File: config.mk
export PLATFORM = sky130hd
export DESIGN_NAME = rse_cell
export DESIGN_NICKNAME = d
export VERILOG_FILES = /design/src/rtl/rse_pkg.sv /design/src/rtl/rse_cell.sv
export SDC_FILE = /design/constraint.sdc
export NUM_CORES = 1
export LEC_CHECK = 0
export ABC_AREA = 1
export BUFFER_PORTS_ARGS = -buffer_cell sky130_fd_sc_hd__buf_2
export CORE_UTILIZATION = 40
export CTS_BUF_LIST = sky130_fd_sc_hd__clkbuf_16
export DETAILED_ROUTE_END_ITERATION = 10
export HOLD_SLACK_MARGIN = 0.1
export SETUP_SLACK_MARGIN = 0.2
export SLEW_MARGIN = 20
export SYNTH_ARGS = -nofsm -noshare
export SYNTH_HDL_FRONTEND = slang
export SYNTH_SLANG_ARGS = --single-unit
File: constraint.sdc
create_clock -name clk -period 3.1 [get_ports clk]
set_input_delay 0.31 -clock clk [delete_from_list [all_inputs] [get_ports clk]]
set_output_delay 0.31 -clock clk [all_outputs]
set_load 0.03 [all_outputs]
File: src/rtl/rse_pkg.sv
`default_nettype none
// ----------------------------------------------------------------------------
// rse_pkg
// Shared types and constants for the Reed-Solomon encoder: configuration
// register map, reset values and the control bundle driven into the cells.
// ----------------------------------------------------------------------------
package rse_pkg;

  // Configuration register widths
  localparam int POLY_W  = 9;
  localparam int CNT_W   = 6;
  localparam int CFG_W   = 9;
  localparam int CFG_A_W = 1;

  // Configuration register map
  localparam logic [CFG_A_W-1:0] REG_PRIMITIVE_POLY = 1'b0;
  localparam logic [CFG_A_W-1:0] REG_PARITY_COUNT   = 1'b1;

  // Configuration reset values
  localparam logic [POLY_W-1:0] POLY_RESET  = 9'd285;
  localparam logic [CNT_W-1:0]  COUNT_RESET = 6'd16;

  // Per-cycle command broadcast to every cell of the chain
  typedef struct packed {
    logic clear;       // zero coefficient and remainder
    logic build_step;  // multiply generator by (x + root)
    logic data_step;   // divide one message symbol
    logic drain_step;  // shift remainder one place toward the output
  } rse_ctl_t;

endpackage
`default_nettype wire

File: src/rtl/rse_cell.sv
`default_nettype none
// ----------------------------------------------------------------------------
// rse_cell
// One tap of the encoder chain: holds one generator coefficient and one
// remainder symbol, with a single GF multiplier shared between building the
// generator and dividing the message.
// ----------------------------------------------------------------------------
module rse_cell
  import rse_pkg::*;
#(
  parameter int SYMBOL_BITS = 8
) (
  input  wire                    clk,
  input  wire                    rst_n,
  input  rse_ctl_t               ctl,
  input  wire [SYMBOL_BITS-1:0]  red,          // reduction polynomial, low bits
  input  wire [SYMBOL_BITS-1:0]  mul_a,        // root while building, feedback else
  input  wire [SYMBOL_BITS-1:0]  coef_prev_i,  // coefficient of the higher neighbor
  input  wire [SYMBOL_BITS-1:0]  par_next_i,   // remainder of the lower neighbor
  output logic [SYMBOL_BITS-1:0] coef_o,
  output logic [SYMBOL_BITS-1:0] par_o
);

  // Shift-and-reduce multiply modulo the field polynomial
  function automatic logic [SYMBOL_BITS-1:0] gf_mul(
    input logic [SYMBOL_BITS-1:0] a,
    input logic [SYMBOL_BITS-1:0] b,
    input logic [SYMBOL_BITS-1:0] p
  );
    logic [SYMBOL_BITS-1:0] r;
    logic [SYMBOL_BITS-1:0] x;
    r = '0;
    x = a;
    for (int i = 0; i < SYMBOL_BITS; i++) begin
      if (b[i]) begin
        r = r ^ x;
      end
      if (x[SYMBOL_BITS-1]) begin
        x = {x[SYMBOL_BITS-2:0], 1'b0} ^ p;
      end else begin
        x = {x[SYMBOL_BITS-2:0], 1'b0};
      end
    end
    return r;
  endfunction

  logic [SYMBOL_BITS-1:0] coef_r, coef_nxt;
  logic [SYMBOL_BITS-1:0] par_r, par_nxt;
  logic [SYMBOL_BITS-1:0] mul_b;
  logic [SYMBOL_BITS-1:0] prod;

  // Share the multiplier between generator build and division
  assign mul_b = ctl.build_step ? coef_prev_i : coef_r;
  assign prod  = gf_mul(mul_a, mul_b, red);

  // Select next coefficient and remainder
  always_comb begin
    coef_nxt = coef_r;
    par_nxt  = par_r;
    if (ctl.clear) begin
      coef_nxt = '0;
      par_nxt  = '0;
    end else if (ctl.build_step) begin
      coef_nxt = coef_r ^ prod;
    end else if (ctl.data_step) begin
      par_nxt = par_next_i ^ prod;
    end else if (ctl.drain_step) begin
      par_nxt = par_next_i;
    end
  end

  always_ff @(posedge clk) begin
    if (!rst_n) begin
      coef_r <= '0;
      par_r  <= '0;
    end else begin
      coef_r <= coef_nxt;
      par_r  <= par_nxt;
    end
  end

  assign coef_o = coef_r;
  assign par_o  = par_r;

endmodule
`default_nettype wire

# == Yosys cells after proc, flatten, opt, wreduce, memory -nomap -nowiden ==
# Cells that the tools add are included.
# totals
output_inout_bits,16
regBits,16
inputBits,38
# op_classes
mux,18
bitwise_logic,18
n_reduce_logical,3
# op_table
cell,count
8-bit two-way mux,18
8-bit XOR,16
1-bit inverter,2
2-bit AND reduction,1
2-bit nonzero test,1
2-bit OR reduction,1

# == Longest topological paths before layout ==
# depth
depth_word,18
depth_mapped,32
mapped_depth_nobuf,30

# == Least setup slack after synthesis ==
# No wires, ideal clock.
# synth_timing
kind,input to register
start,input port mul_a[7]
end,register par_r[7] (netlist: par_o[7])
slack_ns,0.418
setup_time_ns,0.109
arrival_ns,2.573
n_path_buf,3
path_stages,28
path_cell_list,buf_6 > nand2_1 > nand2_2 > nand2_4 > nand2_2 > nand2_2 > nand2_2 > buf_6 > o21ai_2 > nand2_2 > nand2_2 > inv_2 > nor2_4 > buf_6 > nand2_1 > nand2_2 > nand2_4 > inv_2 > nand2_4 > nand3_1 > xor2_1 > nand3_1 > nand2_1 > nand2_1 > nand2_1 > nand3_1 > nand2_1 > inv_1
# synth_via
elab_chain_len,17
# synth_lines
element,line_no,text
from (decl),rse_cell.sv:17,"input wire [SYMBOL_BITS-1:0] mul_a,"
"8-bit two-way mux, on equally long branches","rse_cell.sv:35, rse_cell.sv:38",
"8-bit XOR, on equally long branches","rse_cell.sv:36, rse_cell.sv:39",
"8-bit two-way mux, on equally long branches","rse_cell.sv:35, rse_cell.sv:38",
"8-bit XOR, on equally long branches","rse_cell.sv:36, rse_cell.sv:39",
"8-bit two-way mux, on equally long branches","rse_cell.sv:35, rse_cell.sv:38",
"8-bit XOR, on equally long branches","rse_cell.sv:36, rse_cell.sv:39",
"8-bit two-way mux, on equally long branches","rse_cell.sv:35, rse_cell.sv:38",
"8-bit XOR, on equally long branches","rse_cell.sv:36, rse_cell.sv:39",
"8-bit two-way mux, on equally long branches","rse_cell.sv:35, rse_cell.sv:38",
"8-bit XOR, on equally long branches","rse_cell.sv:36, rse_cell.sv:39",
"8-bit two-way mux, on equally long branches","rse_cell.sv:35, rse_cell.sv:38",
"8-bit XOR, on equally long branches","rse_cell.sv:36, rse_cell.sv:39",
"8-bit two-way mux, on equally long branches","rse_cell.sv:35, rse_cell.sv:38",
8-bit XOR,rse_cell.sv:36,r = r ^ x;
8-bit two-way mux (*),rse_cell.sv:35,if (b[i]) begin
8-bit XOR (*),rse_cell.sv:66,par_nxt = par_next_i ^ prod;
8-bit two-way mux (*),rse_cell.sv:65,end else if (ctl.data_step) begin
to (signal assigned),rse_cell.sv:78,par_r <= par_nxt;
to (decl),rse_cell.sv:48,"logic [SYMBOL_BITS-1:0] par_r, par_nxt;"
# Every way passes the cells marked *; elsewhere a longest branch is shown, timed or not.
# A chain may end at the register's enable or synchronous reset.

# == Final worst setup path ==
# layout_timing
start,input port mul_a[6]
end,register par_r[0] (netlist: par_o[0])
# layout_via
elab_chain_len,17
# layout_lines
element,line_no,text
8-bit XOR,rse_cell.sv:39,"x = {x[SYMBOL_BITS-2:0], 1'b0} ^ p;"
8-bit two-way mux (*) (2 in series),rse_cell.sv:38,if (x[SYMBOL_BITS-1]) begin
8-bit XOR,rse_cell.sv:36,
8-bit two-way mux,rse_cell.sv:35,
8-bit XOR,rse_cell.sv:36,
8-bit two-way mux,rse_cell.sv:35,
8-bit XOR,rse_cell.sv:36,
8-bit two-way mux,rse_cell.sv:35,
8-bit XOR,rse_cell.sv:36,
8-bit two-way mux,rse_cell.sv:35,
8-bit XOR,rse_cell.sv:36,
8-bit two-way mux,rse_cell.sv:35,
8-bit XOR,rse_cell.sv:36,
8-bit two-way mux (*),rse_cell.sv:35,
8-bit XOR (*),rse_cell.sv:66,
8-bit two-way mux (*),rse_cell.sv:65,
# Marks and branches as above.

==> summary.md <==
| Metric | Value |
|---|---|
| Largest net degree at the start of global routing | 18 |
| Syn nets | 721 |
| Drt via density | 4.96 |
| Fmax | 359 MHz |
| Clock Pin Slew Worst Setup and Hold Paths | 0.05 ns |
| Unrepaired setup endpoints after global routing | yes |
| H-tree depth | 1 |
| Int Pwr | 0.953 mW |
| CP top delay family | simple AND/OR/NAND/NOR gates |
| Dpl cell area | 0.00390 mm^2 |
| Finished Layout Cells | 853 |
| Routability cong. | 0.895 |
| Rel. slew slack | 65.4% |
| CTS Root Cell | clkbuf_16 |
| Number of I/O port buffers | 53 |
| Crit path buf inv count | 6 |
| P_leak | 2.50 nW |
| HP Start | par_next_i[0] |
| Register area share after synthesis | 9.28% |
| Crit path cell chain | buf_8 -> inv_6 -> nand3_4 -> nand2_4 -> nand3_1 -> nand2_2 -> inv_2 -> nand2_4 -> nand3_4 -> nand2_4 -> inv_4 -> nor2_4 -> buf_6 -> nand3_4 -> nand2_8 -> xor2_4 -> nand3_2 -> xor2_2 -> nand2_1 -> nand2_1 -> nand3_1 -> nand2_1 -> inv_1 |
| Synth Register Bits | 16 |
| Final clock skew | 0.00242 ns |
| Grt met3 use | 1.77% |
| Outcome | finished clean |
| Clk network pwr share | 12.7% |
| CP endpoint kind | flip-flop |
| Share of layout cells above drive strength 1 | 27.3% |
| Critical Setup Path Class | primary input to flip-flop |
| Average size of a mapped cell | 5.05 um^2 |
| Unique masters post-synth | 30 |
| Initial DRT Pass Iterations | 4 |
| TritonCTS clock tree | built |
| Stages on worst setup path | 23 |
| Final core utilization | 55.3% |
| Hold bufs inserted after CTS | 0 |
| Ys Warns | 0 |
| Worst Setup EP | par_o[0] |
| Height of the die | 94.9 um |
| M2 GR Usage | 42.1% |
| Power share of the sequential group | 11.6% |
| GRT Total Usage | 22.7% |
| Initial antenna violation count | 0 |
| Arrival time at the worst endpoint | 2.93 ns |
| Comb pwr share | 75.7% |
| Final Total Pwr | 2.04 mW |
| CTS Buf Count | 3 |
| # Max-Cap Violations | 0 |
| DRT iter0 DRCs | 178 |
| Tmin final | 2.78 ns |
| Dpl hpwl | 8.18 mm |
| Via Count | 4235 |
| Setup TNS | 0 ns |
| Nets | 787 |
| Post-Syn Area | 0.00345 mm^2 |
| Commonest non-fill, non-tap cells in the layout | 222 x nand2_1, 96 x nand3_1, 85 x inv_1 |
| Diodes inserted | 0 |
| Die Width | 94.9 um |
| Routed wire length per instance | 12.3 um |
| Reg2reg path depth | 20 |
| Hold slack | 0.366 ns |
| Clk Latency, worst-skew pair | 0.25 ns |
| Worst Path Max Fanout | 7 |
| Deepest clock path buffer count | 2 |
| M1 GR Usage | 28.3% |
| Worst r2r src | coef_o[1] |
| Worst hold-check path type | primary input to flip-flop |
| Startpoint types | primary input |
| CP Launch Point | mul_a[6] |
| Final Cycle Share | 89.8% |
| Reg-to-Reg End | par_o[7] |
| Cells after DPL | 841 |
| Slew Viols, Final | 0 |
| Core Area | 0.00830 mm^2 |
| GRT Max-Usage Layer | met2 |
| First-pass GRT wire length | 16.5 mm |
| Final instance area | 0.00459 mm^2 |
| Tightest Pin Transition | 0.517 ns |
| Cells after synthesis | 683 |
| Sw frac | 53.3% |
| Setup WS post-layout | 0.316 ns |
| Vias in the first global route | 3655 |
| Psw | 1.09 mW |
| Worst endpoint required time | 3.25 ns |
| I/O Pins | 54 |
| Area delta synth->final | 33.0% |
| PD cells | 444 mW/mm^2 |
| Rows | 33 |
| Clock sinks | 16 |
| Slowest-stage cell, CP | xor2_4 |
| Total Die Area | 0.00900 mm^2 |
| Most common cell after layout, fill and taps aside | nand2_1 |
| Final WL | 10.5 mm |
| Final setup fails | 0 |
| Final Hold Viols | 0 |
| ANT nets after route | 0 |
| Slowest stage delay, CP | 0.26 ns |
| Worst VDD drop | 0.203 mV |
| R2R setup slack | 0.43 ns |
| Hold Path Depth | 5 |
| Residual DRC count | 0 |
| Initial Util | 41.6% |
| Setup slack at placement | -0.140 ns |
| Gr ovfl total | 0 |
[power groups by stage]
stage | combinational (mW) | clock, mW | sequential [mW]
after floorplan | 0.979 | 0 | 0.271
after global placement | 1.26 | 0 | 0.240
after detailed placement | 1.29 | 0 | 0.240
after CTS | 1.30 | 0.264 | 0.236
after global routing | 1.73 | 0.271 | 0.240
final | 1.54 | 0.258 | 0.237
[per-layer routing]
layer | share of wire, % | vias to the layer above
met1 | 45 | 1903
met3 | 2.6 | 10
li1 | - | 2241
met4 | 1.2 | 0
met5 | 0 | -
met2 | 51 | 81
[Yosys cell counts]
master	number	area share, %
nand3_2	9	2.6
nand2_4	3	0.98
clkbuf_1	12	1.3
nor2_2	1	0.18
xor2_2	2	0.94
a21oi_1	11	1.6
buf_1	2	0.22
nor2_1	63	6.9
or2_2	1	0.18
nand4_1	5	0.91
xor2_1	24	6.1
nor2_4	1	0.33
nand3_4	1	0.51
o21ai_1	5	0.73
nand3b_1	2	0.43
o21a_1	1	0.22
xnor2_1	17	4.3
dfxtp_1	16	9.3
o21ai_2	1	0.25
inv_1	91	9.9
nand2_2	11	2.0
buf_6	5	1.6
nand2_1	259	28
o21ai_0	15	2.2
buf_2	2	0.29
o211ai_1	1	0.22
buf_4	2	0.43
a31oi_1	2	0.36
inv_2	6	0.65
nand3_1	112	16
[cell type report]
| type | count | area [um^2] |
|---|---|---|
| sequential | 16 | 323 |
| multi-input combinational | 548 | 3110 |
| fill | 872 | 3710 |
| clock buffer | 3 | 75.1 |
| inverter | 97 | 380 |
| clock inverter | 1 | 3.75 |
| tap | 105 | 131 |
| timing repair buffer | 83 | 567 |
[registers in the layout, summed over array words and instances (netlist names)]
register	count
par_o	8
coef_o	8
[worst min-delay path: stages]
cell and delay [ns]:
buf_2 0.08, nand2_1 0.05, nand3_1 0.06, nand2_1 0.05
inv_1 0.04
[cell families after synthesis]
| logic type | share of synthesized area (%) |
|---|---|
| compound gates | 5.55 |
| xor+xnor | 11.3 |
| buf+inv | 14.4 |
| flops | 9.28 |
| simple gates | 59.4 |
[repair_timing]
action / 4_1_cts / 5_1_grt
setup buffers: 0 / 7
gates cloned: 0 / 1
endpoints found under the setup margin: 3 / 16
resized for setup: 2 / 126
pin swaps: 0 / 50
endpoints found under the hold margin: 0 / 0
[how the worst min path moves through the flow]
stage	endpoint	slack (ns)
final	par_o[0]	0.37
after global placement	coef_o[0]	0.48
after global routing	par_o[0]	0.38
after CTS	par_o[0]	0.36
after detailed placement	coef_o[0]	0.49
after floorplan	coef_o[0]	0.50
Note: power is estimated with default switching activity, not from simulation.
